**src/rtl/mfmd_pkg.sv**
```systemverilog
// shared types and constants for the media format magic detector
// no dependencies
`default_nettype none

package mfmd_pkg;

  localparam int HDR_LEN         = 12;
  localparam int TAG_BITS        = 29;
  localparam int TS_PROBE_OFFSET = 188;
  localparam int COUNT_BITS      = 29;
  localparam int QUEUE_DEPTH     = 2;
  localparam int QPTR_BITS       = $clog2(QUEUE_DEPTH);
  localparam logic [3:0] GROUP_EN_RESET = 4'hF;

  localparam int GRP_CONTAINERS = 0;
  localparam int GRP_AUDIO      = 1;
  localparam int GRP_IMAGES     = 2;
  localparam int GRP_VIDEO      = 3;

  typedef logic [HDR_LEN-1:0][7:0] hdr_t;

  // finished buffer as handed from capture to classification
  typedef struct packed {
    hdr_t hdr;
    logic ge4;
    logic ge5;
    logic ge8;
    logic ge12;
    logic probe_ok;
    logic flac_tag;
  } snap_t;

  typedef enum logic [4:0] {
    FMT_UNKNOWN = 5'd0,
    FMT_MKV     = 5'd1,
    FMT_WEBM    = 5'd2,
    FMT_MOV     = 5'd3,
    FMT_MP4     = 5'd4,
    FMT_OGG     = 5'd5,
    FMT_AVI     = 5'd6,
    FMT_MPEG_PS = 5'd7,
    FMT_MPEG_TS = 5'd8,
    FMT_ASF     = 5'd9,
    FMT_FLV     = 5'd10,
    FMT_NUT     = 5'd11,
    FMT_FLAC    = 5'd12,
    FMT_WAV     = 5'd13,
    FMT_MP3     = 5'd14,
    FMT_M4A     = 5'd15,
    FMT_APE     = 5'd16,
    FMT_JPEG    = 5'd17,
    FMT_PNG     = 5'd18,
    FMT_WEBP    = 5'd19,
    FMT_BMP     = 5'd20,
    FMT_GIF     = 5'd21,
    FMT_TIFF    = 5'd22,
    FMT_ICO     = 5'd23,
    FMT_EXR     = 5'd24,
    FMT_ICNS    = 5'd25,
    FMT_HEIF    = 5'd26,
    FMT_H264    = 5'd27,
    FMT_H265    = 5'd28
  } fmt_t;

endpackage

`default_nettype wire

```
**src/rtl/media_format_magic_detector.sv**
```systemverilog
// top level of the media format magic detector
// joins mfmd_front, mfmd_queue and mfmd_back; uses mfmd_pkg
`default_nettype none

// Takes one byte per clock while full is low and gives one format code per
// buffer, after the byte marked last. The capture registers update on each
// accepted byte, so a byte can be pushed in every cycle while full is low. A
// finished buffer goes to the queue, then its code to the result register. A
// two-entry queue of finished buffers sits between capture and classification,
// so results that are not popped only stop input once two more buffers have
// completed. group_enable resets to all groups on and is written with cfg_we.
module media_format_magic_detector
  import mfmd_pkg::*;
#(
  parameter int TS_PROBE_OFFSET = mfmd_pkg::TS_PROBE_OFFSET,
  parameter int COUNT_BITS      = mfmd_pkg::COUNT_BITS
) (
  input  wire logic       clk,
  input  wire logic       rst,
  input  wire logic       push,
  output logic            full,
  input  wire logic [7:0] data_byte,
  input  wire logic       last_byte,
  output logic            empty,
  input  wire logic       pop,
  output logic [4:0]      format_code,
  input  wire logic       cfg_we,
  input  wire logic [3:0] cfg_wdata
);

  logic [3:0] group_enable;
  logic       accept;
  logic       q_push, q_pop, q_empty;
  snap_t      front_snap, q_snap;

  assign accept = push && !full;
  assign q_push = accept && last_byte;

  always_ff @(posedge clk) begin
    if (rst) begin
      group_enable <= GROUP_EN_RESET;
    end else if (cfg_we) begin
      group_enable <= cfg_wdata;
    end
  end

  mfmd_front #(
    .TS_PROBE_OFFSET (TS_PROBE_OFFSET),
    .COUNT_BITS      (COUNT_BITS)
  ) u_front (
    .clk       (clk),
    .rst       (rst),
    .accept    (accept),
    .data_byte (data_byte),
    .last_byte (last_byte),
    .snap      (front_snap)
  );

  mfmd_queue u_queue (
    .clk   (clk),
    .rst   (rst),
    .push  (q_push),
    .wdata (front_snap),
    .pop   (q_pop),
    .rdata (q_snap),
    .full  (full),
    .empty (q_empty)
  );

  mfmd_back u_back (
    .clk          (clk),
    .rst          (rst),
    .snap         (q_snap),
    .snap_valid   (!q_empty),
    .snap_take    (q_pop),
    .group_enable (group_enable),
    .pop          (pop),
    .empty        (empty),
    .format_code  (format_code)
  );

`ifndef SYNTHESIS
  a_code_range: assert property (@(posedge clk) disable iff (rst)
    !empty |-> format_code <= FMT_H265)
    else $error("format code out of range");

  a_take_lands: assert property (@(posedge clk) disable iff (rst)
    q_pop |=> !empty)
    else $error("classified item did not reach the result register");

  a_reset_clear: assert property (@(posedge clk)
    rst |=> empty && !full && q_empty)
    else $error("queues not clear after reset");

  a_no_lost_item: assert property (@(posedge clk) disable iff (rst)
    !empty && !pop && !q_empty |=> !q_empty)
    else $error("queued item dropped while result stalled");
`endif

endmodule

`default_nettype wire

```
**src/rtl/mfmd_front.sv**
```systemverilog
// capture side: byte count, header bytes, probe byte and id3 tag tracking
// builds a snapshot on the final byte of a buffer; uses mfmd_pkg
`default_nettype none

module mfmd_front
  import mfmd_pkg::*;
#(
  parameter int TS_PROBE_OFFSET = mfmd_pkg::TS_PROBE_OFFSET,
  parameter int COUNT_BITS      = mfmd_pkg::COUNT_BITS
) (
  input  wire logic       clk,
  input  wire logic       rst,
  input  wire logic       accept,
  input  wire logic [7:0] data_byte,
  input  wire logic       last_byte,
  output snap_t           snap
);

  localparam int CW = COUNT_BITS + 1;

  logic [COUNT_BITS-1:0] byte_count, byte_count_next;
  hdr_t                  header_bytes, header_bytes_next;
  logic [7:0]            probe_byte, probe_byte_next;
  logic [TAG_BITS-1:0]   tag_skip_offset, tag_skip_offset_next;
  logic [31:0]           after_tag_word, after_tag_word_next;

  logic                  id3_ok;
  logic [27:0]           id3_size;
  logic [TAG_BITS-1:0]   id3_len;
  logic [CW-1:0]         idx_ext, tso_ext, n_ext, diff;
  logic                  in_window;

  always_comb begin
    header_bytes_next = header_bytes;
    for (int i = 0; i < HDR_LEN; i++) begin
      if (byte_count == COUNT_BITS'(i)) begin
        header_bytes_next[i] = data_byte;
      end
    end

    id3_ok = header_bytes_next[0] == "I" && header_bytes_next[1] == "D" &&
             header_bytes_next[2] == "3" && header_bytes_next[3] != 8'hFF &&
             header_bytes_next[4] != 8'hFF &&
             ((header_bytes_next[6] | header_bytes_next[7] |
               header_bytes_next[8] | header_bytes_next[9]) & 8'h80) == 8'h00;
    id3_size = {header_bytes_next[6][6:0], header_bytes_next[7][6:0],
                header_bytes_next[8][6:0], header_bytes_next[9][6:0]};
    id3_len  = TAG_BITS'(id3_size) + TAG_BITS'(10) +
               (header_bytes_next[5][4] ? TAG_BITS'(10) : '0);

    tag_skip_offset_next = tag_skip_offset;
    if (byte_count == COUNT_BITS'(9)) begin
      tag_skip_offset_next = id3_ok ? id3_len : '0;
    end

    idx_ext   = CW'(byte_count);
    tso_ext   = CW'(tag_skip_offset_next);
    diff      = idx_ext - tso_ext;
    in_window = tag_skip_offset_next != '0 && idx_ext >= tso_ext && diff < CW'(4);

    after_tag_word_next = after_tag_word;
    if (in_window) begin
      after_tag_word_next = after_tag_word | (32'(data_byte) << {diff[1:0], 3'b000});
    end

    probe_byte_next = (byte_count == COUNT_BITS'(TS_PROBE_OFFSET)) ? data_byte
                                                                   : probe_byte;
    byte_count_next = (byte_count == '1) ? byte_count : byte_count + 1'b1;
    n_ext           = CW'(byte_count_next);

    snap.hdr      = header_bytes_next;
    snap.ge4      = n_ext >= CW'(4);
    snap.ge5      = n_ext >= CW'(5);
    snap.ge8      = n_ext >= CW'(8);
    snap.ge12     = n_ext >= CW'(12);
    snap.probe_ok = n_ext >= CW'(TS_PROBE_OFFSET + 1) && probe_byte_next == 8'h47;
    snap.flac_tag = tag_skip_offset_next != '0 && tso_ext + CW'(4) <= n_ext &&
                    after_tag_word_next == 32'h43614C66;
  end

  always_ff @(posedge clk) begin
    if (rst) begin
      byte_count      <= '0;
      header_bytes    <= '0;
      probe_byte      <= '0;
      tag_skip_offset <= '0;
      after_tag_word  <= '0;
    end else if (accept) begin
      if (last_byte) begin
        byte_count      <= '0;
        header_bytes    <= '0;
        probe_byte      <= '0;
        tag_skip_offset <= '0;
        after_tag_word  <= '0;
      end else begin
        byte_count      <= byte_count_next;
        header_bytes    <= header_bytes_next;
        probe_byte      <= probe_byte_next;
        tag_skip_offset <= tag_skip_offset_next;
        after_tag_word  <= after_tag_word_next;
      end
    end
  end

endmodule

`default_nettype wire

```
**src/rtl/mfmd_queue.sv**
```systemverilog
// short queue of finished buffer snapshots between capture and classification
// uses mfmd_pkg
`default_nettype none

module mfmd_queue
  import mfmd_pkg::*;
(
  input  wire logic  clk,
  input  wire logic  rst,
  input  wire logic  push,
  input  wire snap_t wdata,
  input  wire logic  pop,
  output snap_t      rdata,
  output logic       full,
  output logic       empty
);

  snap_t                mem [QUEUE_DEPTH];
  logic [QPTR_BITS-1:0] wr_ptr, rd_ptr;
  logic [QPTR_BITS:0]   count;

  assign full  = count == (QPTR_BITS + 1)'(QUEUE_DEPTH);
  assign empty = count == '0;
  assign rdata = mem[rd_ptr];

  always_ff @(posedge clk) begin
    if (push) begin
      mem[wr_ptr] <= wdata;
    end
  end

  always_ff @(posedge clk) begin
    if (rst) begin
      wr_ptr <= '0;
      rd_ptr <= '0;
      count  <= '0;
    end else begin
      if (push) begin
        wr_ptr <= wr_ptr + 1'b1;
      end
      if (pop) begin
        rd_ptr <= rd_ptr + 1'b1;
      end
      if (push && !pop) begin
        count <= count + 1'b1;
      end else if (pop && !push) begin
        count <= count - 1'b1;
      end
    end
  end

endmodule

`default_nettype wire

```
**src/rtl/mfmd_back.sv**
```systemverilog
// classification side: detector groups in fixed order and the result register
// uses mfmd_pkg
`default_nettype none

module mfmd_back
  import mfmd_pkg::*;
(
  input  wire logic       clk,
  input  wire logic       rst,
  input  wire snap_t      snap,
  input  wire logic       snap_valid,
  output logic            snap_take,
  input  wire logic [3:0] group_enable,
  input  wire logic       pop,
  output logic            empty,
  output logic [4:0]      format_code
);

  function automatic logic m4(hdr_t h, int off, logic [31:0] s);
    return {h[off], h[off+1], h[off+2], h[off+3]} == s;
  endfunction

  function automatic fmt_t det_containers(snap_t s);
    logic ftyp;
    ftyp = s.ge8 && m4(s.hdr, 4, "ftyp");
    if (m4(s.hdr, 0, 32'h1A45DFA3)) return FMT_MKV;
    if (ftyp) begin
      if (s.ge12 && m4(s.hdr, 8, "webm")) return FMT_WEBM;
      if (s.ge12 && m4(s.hdr, 8, "qt  ")) return FMT_MOV;
      return FMT_MP4;
    end
    if (m4(s.hdr, 0, "OggS")) return FMT_OGG;
    if (m4(s.hdr, 0, "RIFF") && s.ge12 && m4(s.hdr, 8, "AVI ")) return FMT_AVI;
    if (m4(s.hdr, 0, 32'h000001BA)) return FMT_MPEG_PS;
    if (s.hdr[0] == 8'h47 && s.probe_ok) return FMT_MPEG_TS;
    if (m4(s.hdr, 0, 32'h3026B275)) return FMT_ASF;
    if (m4(s.hdr, 0, 32'h464C5601)) return FMT_FLV;
    if (m4(s.hdr, 0, "NUTS")) return FMT_NUT;
    return FMT_UNKNOWN;
  endfunction

  function automatic fmt_t det_audio(snap_t s);
    if (m4(s.hdr, 0, "fLaC")) return FMT_FLAC;
    if (m4(s.hdr, 0, "RIFF") && s.ge12 && m4(s.hdr, 8, "WAVE")) return FMT_WAV;
    if (s.hdr[0] == "I" && s.hdr[1] == "D" && s.hdr[2] == "3") begin
      return s.flac_tag ? FMT_FLAC : FMT_MP3;
    end
    if (s.hdr[0] == 8'hFF && s.hdr[1][7:1] == 7'h7D) return FMT_MP3;
    if (s.ge12 && m4(s.hdr, 4, "ftyp") && m4(s.hdr, 8, "M4A ")) return FMT_M4A;
    if (m4(s.hdr, 0, "Mac ")) return FMT_APE;
    return FMT_UNKNOWN;
  endfunction

  function automatic fmt_t det_images(snap_t s);
    if (s.hdr[0] == 8'hFF && s.hdr[1] == 8'hD8 && s.hdr[2] == 8'hFF) return FMT_JPEG;
    if (m4(s.hdr, 0, 32'h89504E47)) return FMT_PNG;
    if (m4(s.hdr, 0, "RIFF") && s.ge12 && m4(s.hdr, 8, "WEBP")) return FMT_WEBP;
    if (s.hdr[0] == "B" && s.hdr[1] == "M") return FMT_BMP;
    if (m4(s.hdr, 0, "GIF8")) return FMT_GIF;
    if (m4(s.hdr, 0, 32'h49492A00) || m4(s.hdr, 0, 32'h4D4D002A)) return FMT_TIFF;
    if (m4(s.hdr, 0, 32'h00000100)) return FMT_ICO;
    if (m4(s.hdr, 0, 32'h762F3101)) return FMT_EXR;
    if (m4(s.hdr, 0, "icns")) return FMT_ICNS;
    if (s.ge12 && m4(s.hdr, 4, "ftyp") &&
        (m4(s.hdr, 8, "avif") || m4(s.hdr, 8, "heic") || m4(s.hdr, 8, "hevc"))) begin
      return FMT_HEIF;
    end
    return FMT_UNKNOWN;
  endfunction

  function automatic fmt_t det_video(snap_t s);
    logic [7:0] nal;
    if (m4(s.hdr, 0, 32'h00000001)) begin
      if (!s.ge5) return FMT_UNKNOWN;
      nal = s.hdr[4];
    end else if (s.hdr[0] == 8'h00 && s.hdr[1] == 8'h00 && s.hdr[2] == 8'h01) begin
      nal = s.hdr[3];
    end else begin
      return FMT_UNKNOWN;
    end
    if (nal[4:0] == 5'd7) return FMT_H264;
    if (nal[6:1] == 6'd32) return FMT_H265;
    return FMT_UNKNOWN;
  endfunction

  fmt_t code_next, code;
  logic out_valid;

  always_comb begin
    code_next = FMT_UNKNOWN;
    if (snap.ge4) begin
      if (group_enable[GRP_CONTAINERS]) code_next = det_containers(snap);
      if (code_next == FMT_UNKNOWN && group_enable[GRP_AUDIO]) code_next = det_audio(snap);
      if (code_next == FMT_UNKNOWN && group_enable[GRP_IMAGES]) code_next = det_images(snap);
      if (code_next == FMT_UNKNOWN && group_enable[GRP_VIDEO]) code_next = det_video(snap);
    end
  end

  assign snap_take   = snap_valid && (!out_valid || pop);
  assign empty       = !out_valid;
  assign format_code = code;

  always_ff @(posedge clk) begin
    if (snap_take) begin
      code <= code_next;
    end
  end

  always_ff @(posedge clk) begin
    if (rst) begin
      out_valid <= 1'b0;
    end else if (snap_take) begin
      out_valid <= 1'b1;
    end else if (pop) begin
      out_valid <= 1'b0;
    end
  end

endmodule

`default_nettype wire

```
**config.mk**
```make
export PLATFORM = sky130hd
export DESIGN_NAME = media_format_magic_detector
export DESIGN_NICKNAME = d
export VERILOG_FILES = /design/src/rtl/mfmd_pkg.sv /design/src/rtl/media_format_magic_detector.sv /design/src/rtl/mfmd_front.sv /design/src/rtl/mfmd_queue.sv /design/src/rtl/mfmd_back.sv
export SDC_FILE = /design/constraint.sdc
export NUM_CORES = 1
export LEC_CHECK = 0
export BUFFER_PORTS_ARGS = -buffer_cell sky130_fd_sc_hd__buf_2
export CAP_MARGIN = 10
export CORE_UTILIZATION = 40
export DETAILED_ROUTE_END_ITERATION = 8
export HOLD_SLACK_MARGIN = 0.05
export PLACE_DENSITY = 0.61
export SLEW_MARGIN = 20
export SYNTH_ARGS = -nofsm -noshare
export SYNTH_HDL_FRONTEND = slang
export SYNTH_SLANG_ARGS = --single-unit
```
**constraint.sdc**
```tcl
create_clock -name clk -period 13 [get_ports clk]
set_input_delay 3.9 -clock clk [delete_from_list [all_inputs] [get_ports clk]]
set_output_delay 3.9 -clock clk [all_outputs]
set_load 0.05 [all_outputs]
```
==> impl_metrics.env <==
export IMPL_via_count=22122
export IMPL_min_delay_path_class="reg2reg"
export IMPL_diodes=0
export IMPL_async_flop_share=0
export IMPL_crit_arrival_ns=11.31
export IMPL_syn_inst=2750
export IMPL_fmax_mhz=91.5
export IMPL_drt_iter0_drc=2104
export IMPL_yosysWarnings=0
export IMPL_wl_per_cell_um=24.4
export IMPL_cts_buffers=47
export IMPL_grt_max_degree=97
export IMPL_tightest_slew_ns=1.11
export IMPL_die_height_um=250
export IMPL_start_util=0.406
export IMPL_firstDrtPassIters=7
export IMPL_post_cts_setup_buffers=0
export IMPL_ios=25
export IMPL_min_period_ns=10.93
export IMPL_antenna_found_initial=1
export IMPL_r2r_slack_ns=2.43
export IMPL_setup_viol=0
export IMPL_crit_type="in2reg"
export IMPL_wirelength_um=86000
export IMPL_start_kind="primary input"
export IMPL_ant_nets=0
export IMPL_clkTransAtPathRegs_ns=0.06
export IMPL_drc=0
export IMPL_nets=2785
export IMPL_setup_tns_ns=0
export IMPL_cts_root_buf="clkbuf_16"
export IMPL_crit_required_ns=13.38
export IMPL_worstPathMaxFanout=18
export IMPL_clock_sinks=413
export IMPL_max_cap_violations=0
export IMPL_die_area_sq_um=62500
export IMPL_max_clock_path_buffers=3
export IMPL_grt_pass1_vias=20899
export IMPL_synth_top_area_frac=0.255
export IMPL_hold_buffers=0
export IMPL_drive_gt1_frac=0.0969
export IMPL_final_hold_viol_count=0
export IMPL_status="finished, final reports clean"
export IMPL_grt_pass1_wl_um=130000
export IMPL_cts_resized=0
export IMPL_grt_ovfl_total=0
export IMPL_fin_crit_sh=0.841
export IMPL_synth_edf_count=209
export IMPL_cts_tree="done"
export IMPL_synth_area_top_cells="edfxtp_1 26%, dfxtp_1 17%, nor2_1 6.1%"
export IMPL_coreArea_sq_um=60600
export IMPL_clock_latency_ns=0.60
export IMPL_leakagePower_nw=9.61
export IMPL_vias_per_cell=6.29
export IMPL_routabilityCongestion=1.01
export IMPL_dp_hpwl_um=63700
export IMPL_peakVddDrop_uv=93.9
export IMPL_critPathMaxStageDelay_ns=0.56
export IMPL_netlist_cell_type_count=93
export IMPL_finalClockSkew_ns=0.0289
export IMPL_grt_use_total=0.269
export IMPL_die_w_um=250
export IMPL_powerDensity_nw_per_um2=125
export IMPL_end_kind="flip-flop"
export IMPL_portBuffers=24
export IMPL_syn_num_nets=2838
export IMPL_placementRows=90
export IMPL_max_slew_margin_rel=0.258
export IMPL_seq_area_frac_synth=0.421
export IMPL_area_growth_pct=9.41
export IMPL_rsz0062_at_grt="no"
export IMPL_synth_top_cell_by_area="edfxtp_1"
export IMPL_synth_cell_area_sq_um=24600
export IMPL_ys_ff_latch=413
export IMPL_synth_area_per_cell_sq_um=8.94
export IMPL_cp_slowest_cell="o22ai_1"
export IMPL_ys_flop_type="edfxtp_1"
export IMPL_htreeDepth=2
export IMPL_fin_util=0.444
export IMPL_maxSlewViolCount=0
export IMPL_fillers=5899
-- power by group --
group | internal (mW) | total (mW) | switching, mW | leakage (nW)
combinational | 0.139 | 0.530 | 0.391 | 5.23
clock | 0.774 | 1.35 | 0.572 | 0.770
sequential | 1.44 | 1.49 | 0.0455 | 3.60
-- sequential cells by signal, indices dropped and copies added (netlist names), named ones only --
register,count
u_queue.mem,204
u_front.header_bytes,96
u_front.after_tag_word,32
u_front.byte_count,29
u_front.tag_skip_offset,29
u_front.probe_byte,8
u_back.format_code,5
group_enable,4
u_queue.count,2
u_back.out_valid,1
u_queue.rd_ptr,1
u_queue.wr_ptr,1
-- synth_stat cells (all sizes together) (12+ instances only) --
cell    number
o21a        29
edfxtp     209
nor4        61
inv        100
a21oi      124
xor2        27
o22ai       12
nand2b      29
a22oi      135
nor2b       25
mux2        65
and2        13
nand4       86
xnor2       63
nor2       398
a31oi       43
o31ai       15
and4        17
a21o        34
nor4b       25
and3        33
buf         35
or3         23
o32ai       14
clkbuf     121
mux2i       30
dfxtp      204
nand3       94
o21ai      124
nand2      204
or2         14
nor3        90
or4         18
ha          70
-- layout by cell type (no fill, tap or decap), types with 50 or more instances in the layout --
cell and instances:
a21oi_1 122, a22oi_1 135, clkbuf_16 50, dfxtp_1 203, edfxtp_1 209, ha_1 70
inv_1 100, mux2_2 65, nand2_1 201, nand3_1 92, nand4_1 84, nor2_1 396
nor3_1 87, o21ai_0 112, xnor2_1 63
-- worst paths after layout --
check                                                start                          to  depth (start not counted)
worst min-delay path            u_front.after_tag_word[15]  u_front.after_tag_word[15]                          2
worst min register to register  u_front.after_tag_word[15]  u_front.after_tag_word[15]                          2
worst max register to register      u_front.byte_count[23]           u_queue.mem[1][0]                         31
worst max-delay path                          data_byte[3]           u_queue.mem[1][0]                         30
-- critical path, delay by kind of cell --
family	cells	cell delay [ns]
buf+inv	3	0.52
fa+ha+maj	3	0.87
xor+xnor	1	0.32
compound gates	11	3.14
simple gates	12	2.51
-- layout make-up --
type	count	area (sq um)	share of cell area
sequential	413	10400	0.385
clock inverter	32	290	0.0108
clock buffer	56	1280	0.0477
tap	782	978	0.0364
timing repair buffer	54	352	0.0131
multi-input combinational	2079	13300	0.493
inverter	102	383	0.0142
-- per-stage QoR --
stage | setup slack [ns] | hold slack, ns | cells | power (mW) | area [sq um]
after floorplan | 2.65 | 0.434 | 2750 | 1.87 | 24600
after global placement | 1.87 | 0.447 | 3430 | 2.03 | 25300
after detailed placement | 1.65 | 0.461 | 3430 | 2.04 | 25300
after CTS | 2.23 | 0.475 | 3518 | 3.38 | 26900
after global routing | 1.43 | 0.498 | 3518 | 3.48 | 26900
final | 2.07 | 0.471 | 3518 | 3.36 | 26900
-- logic make-up after synthesis --
logic type,after synthesis,share of synthesized area
buffers and inverters,258,0.0411
flip-flops,413,0.421
AO/OA/AOI/OAI,650,0.180
multiplexers,95,0.0420
adder cells (fa/ha/maj),70,0.0356
AND/OR/NAND/NOR,1174,0.248
XOR/XNOR,90,0.0321
-- routing by layer --
layer	global-route usage	wire, um
met5	0	0
met1	0.361	37400
met3	0.0325	5320
met4	0.114	3660
met2	0.438	39700
Note: power is estimated with default switching activity, not from simulation.
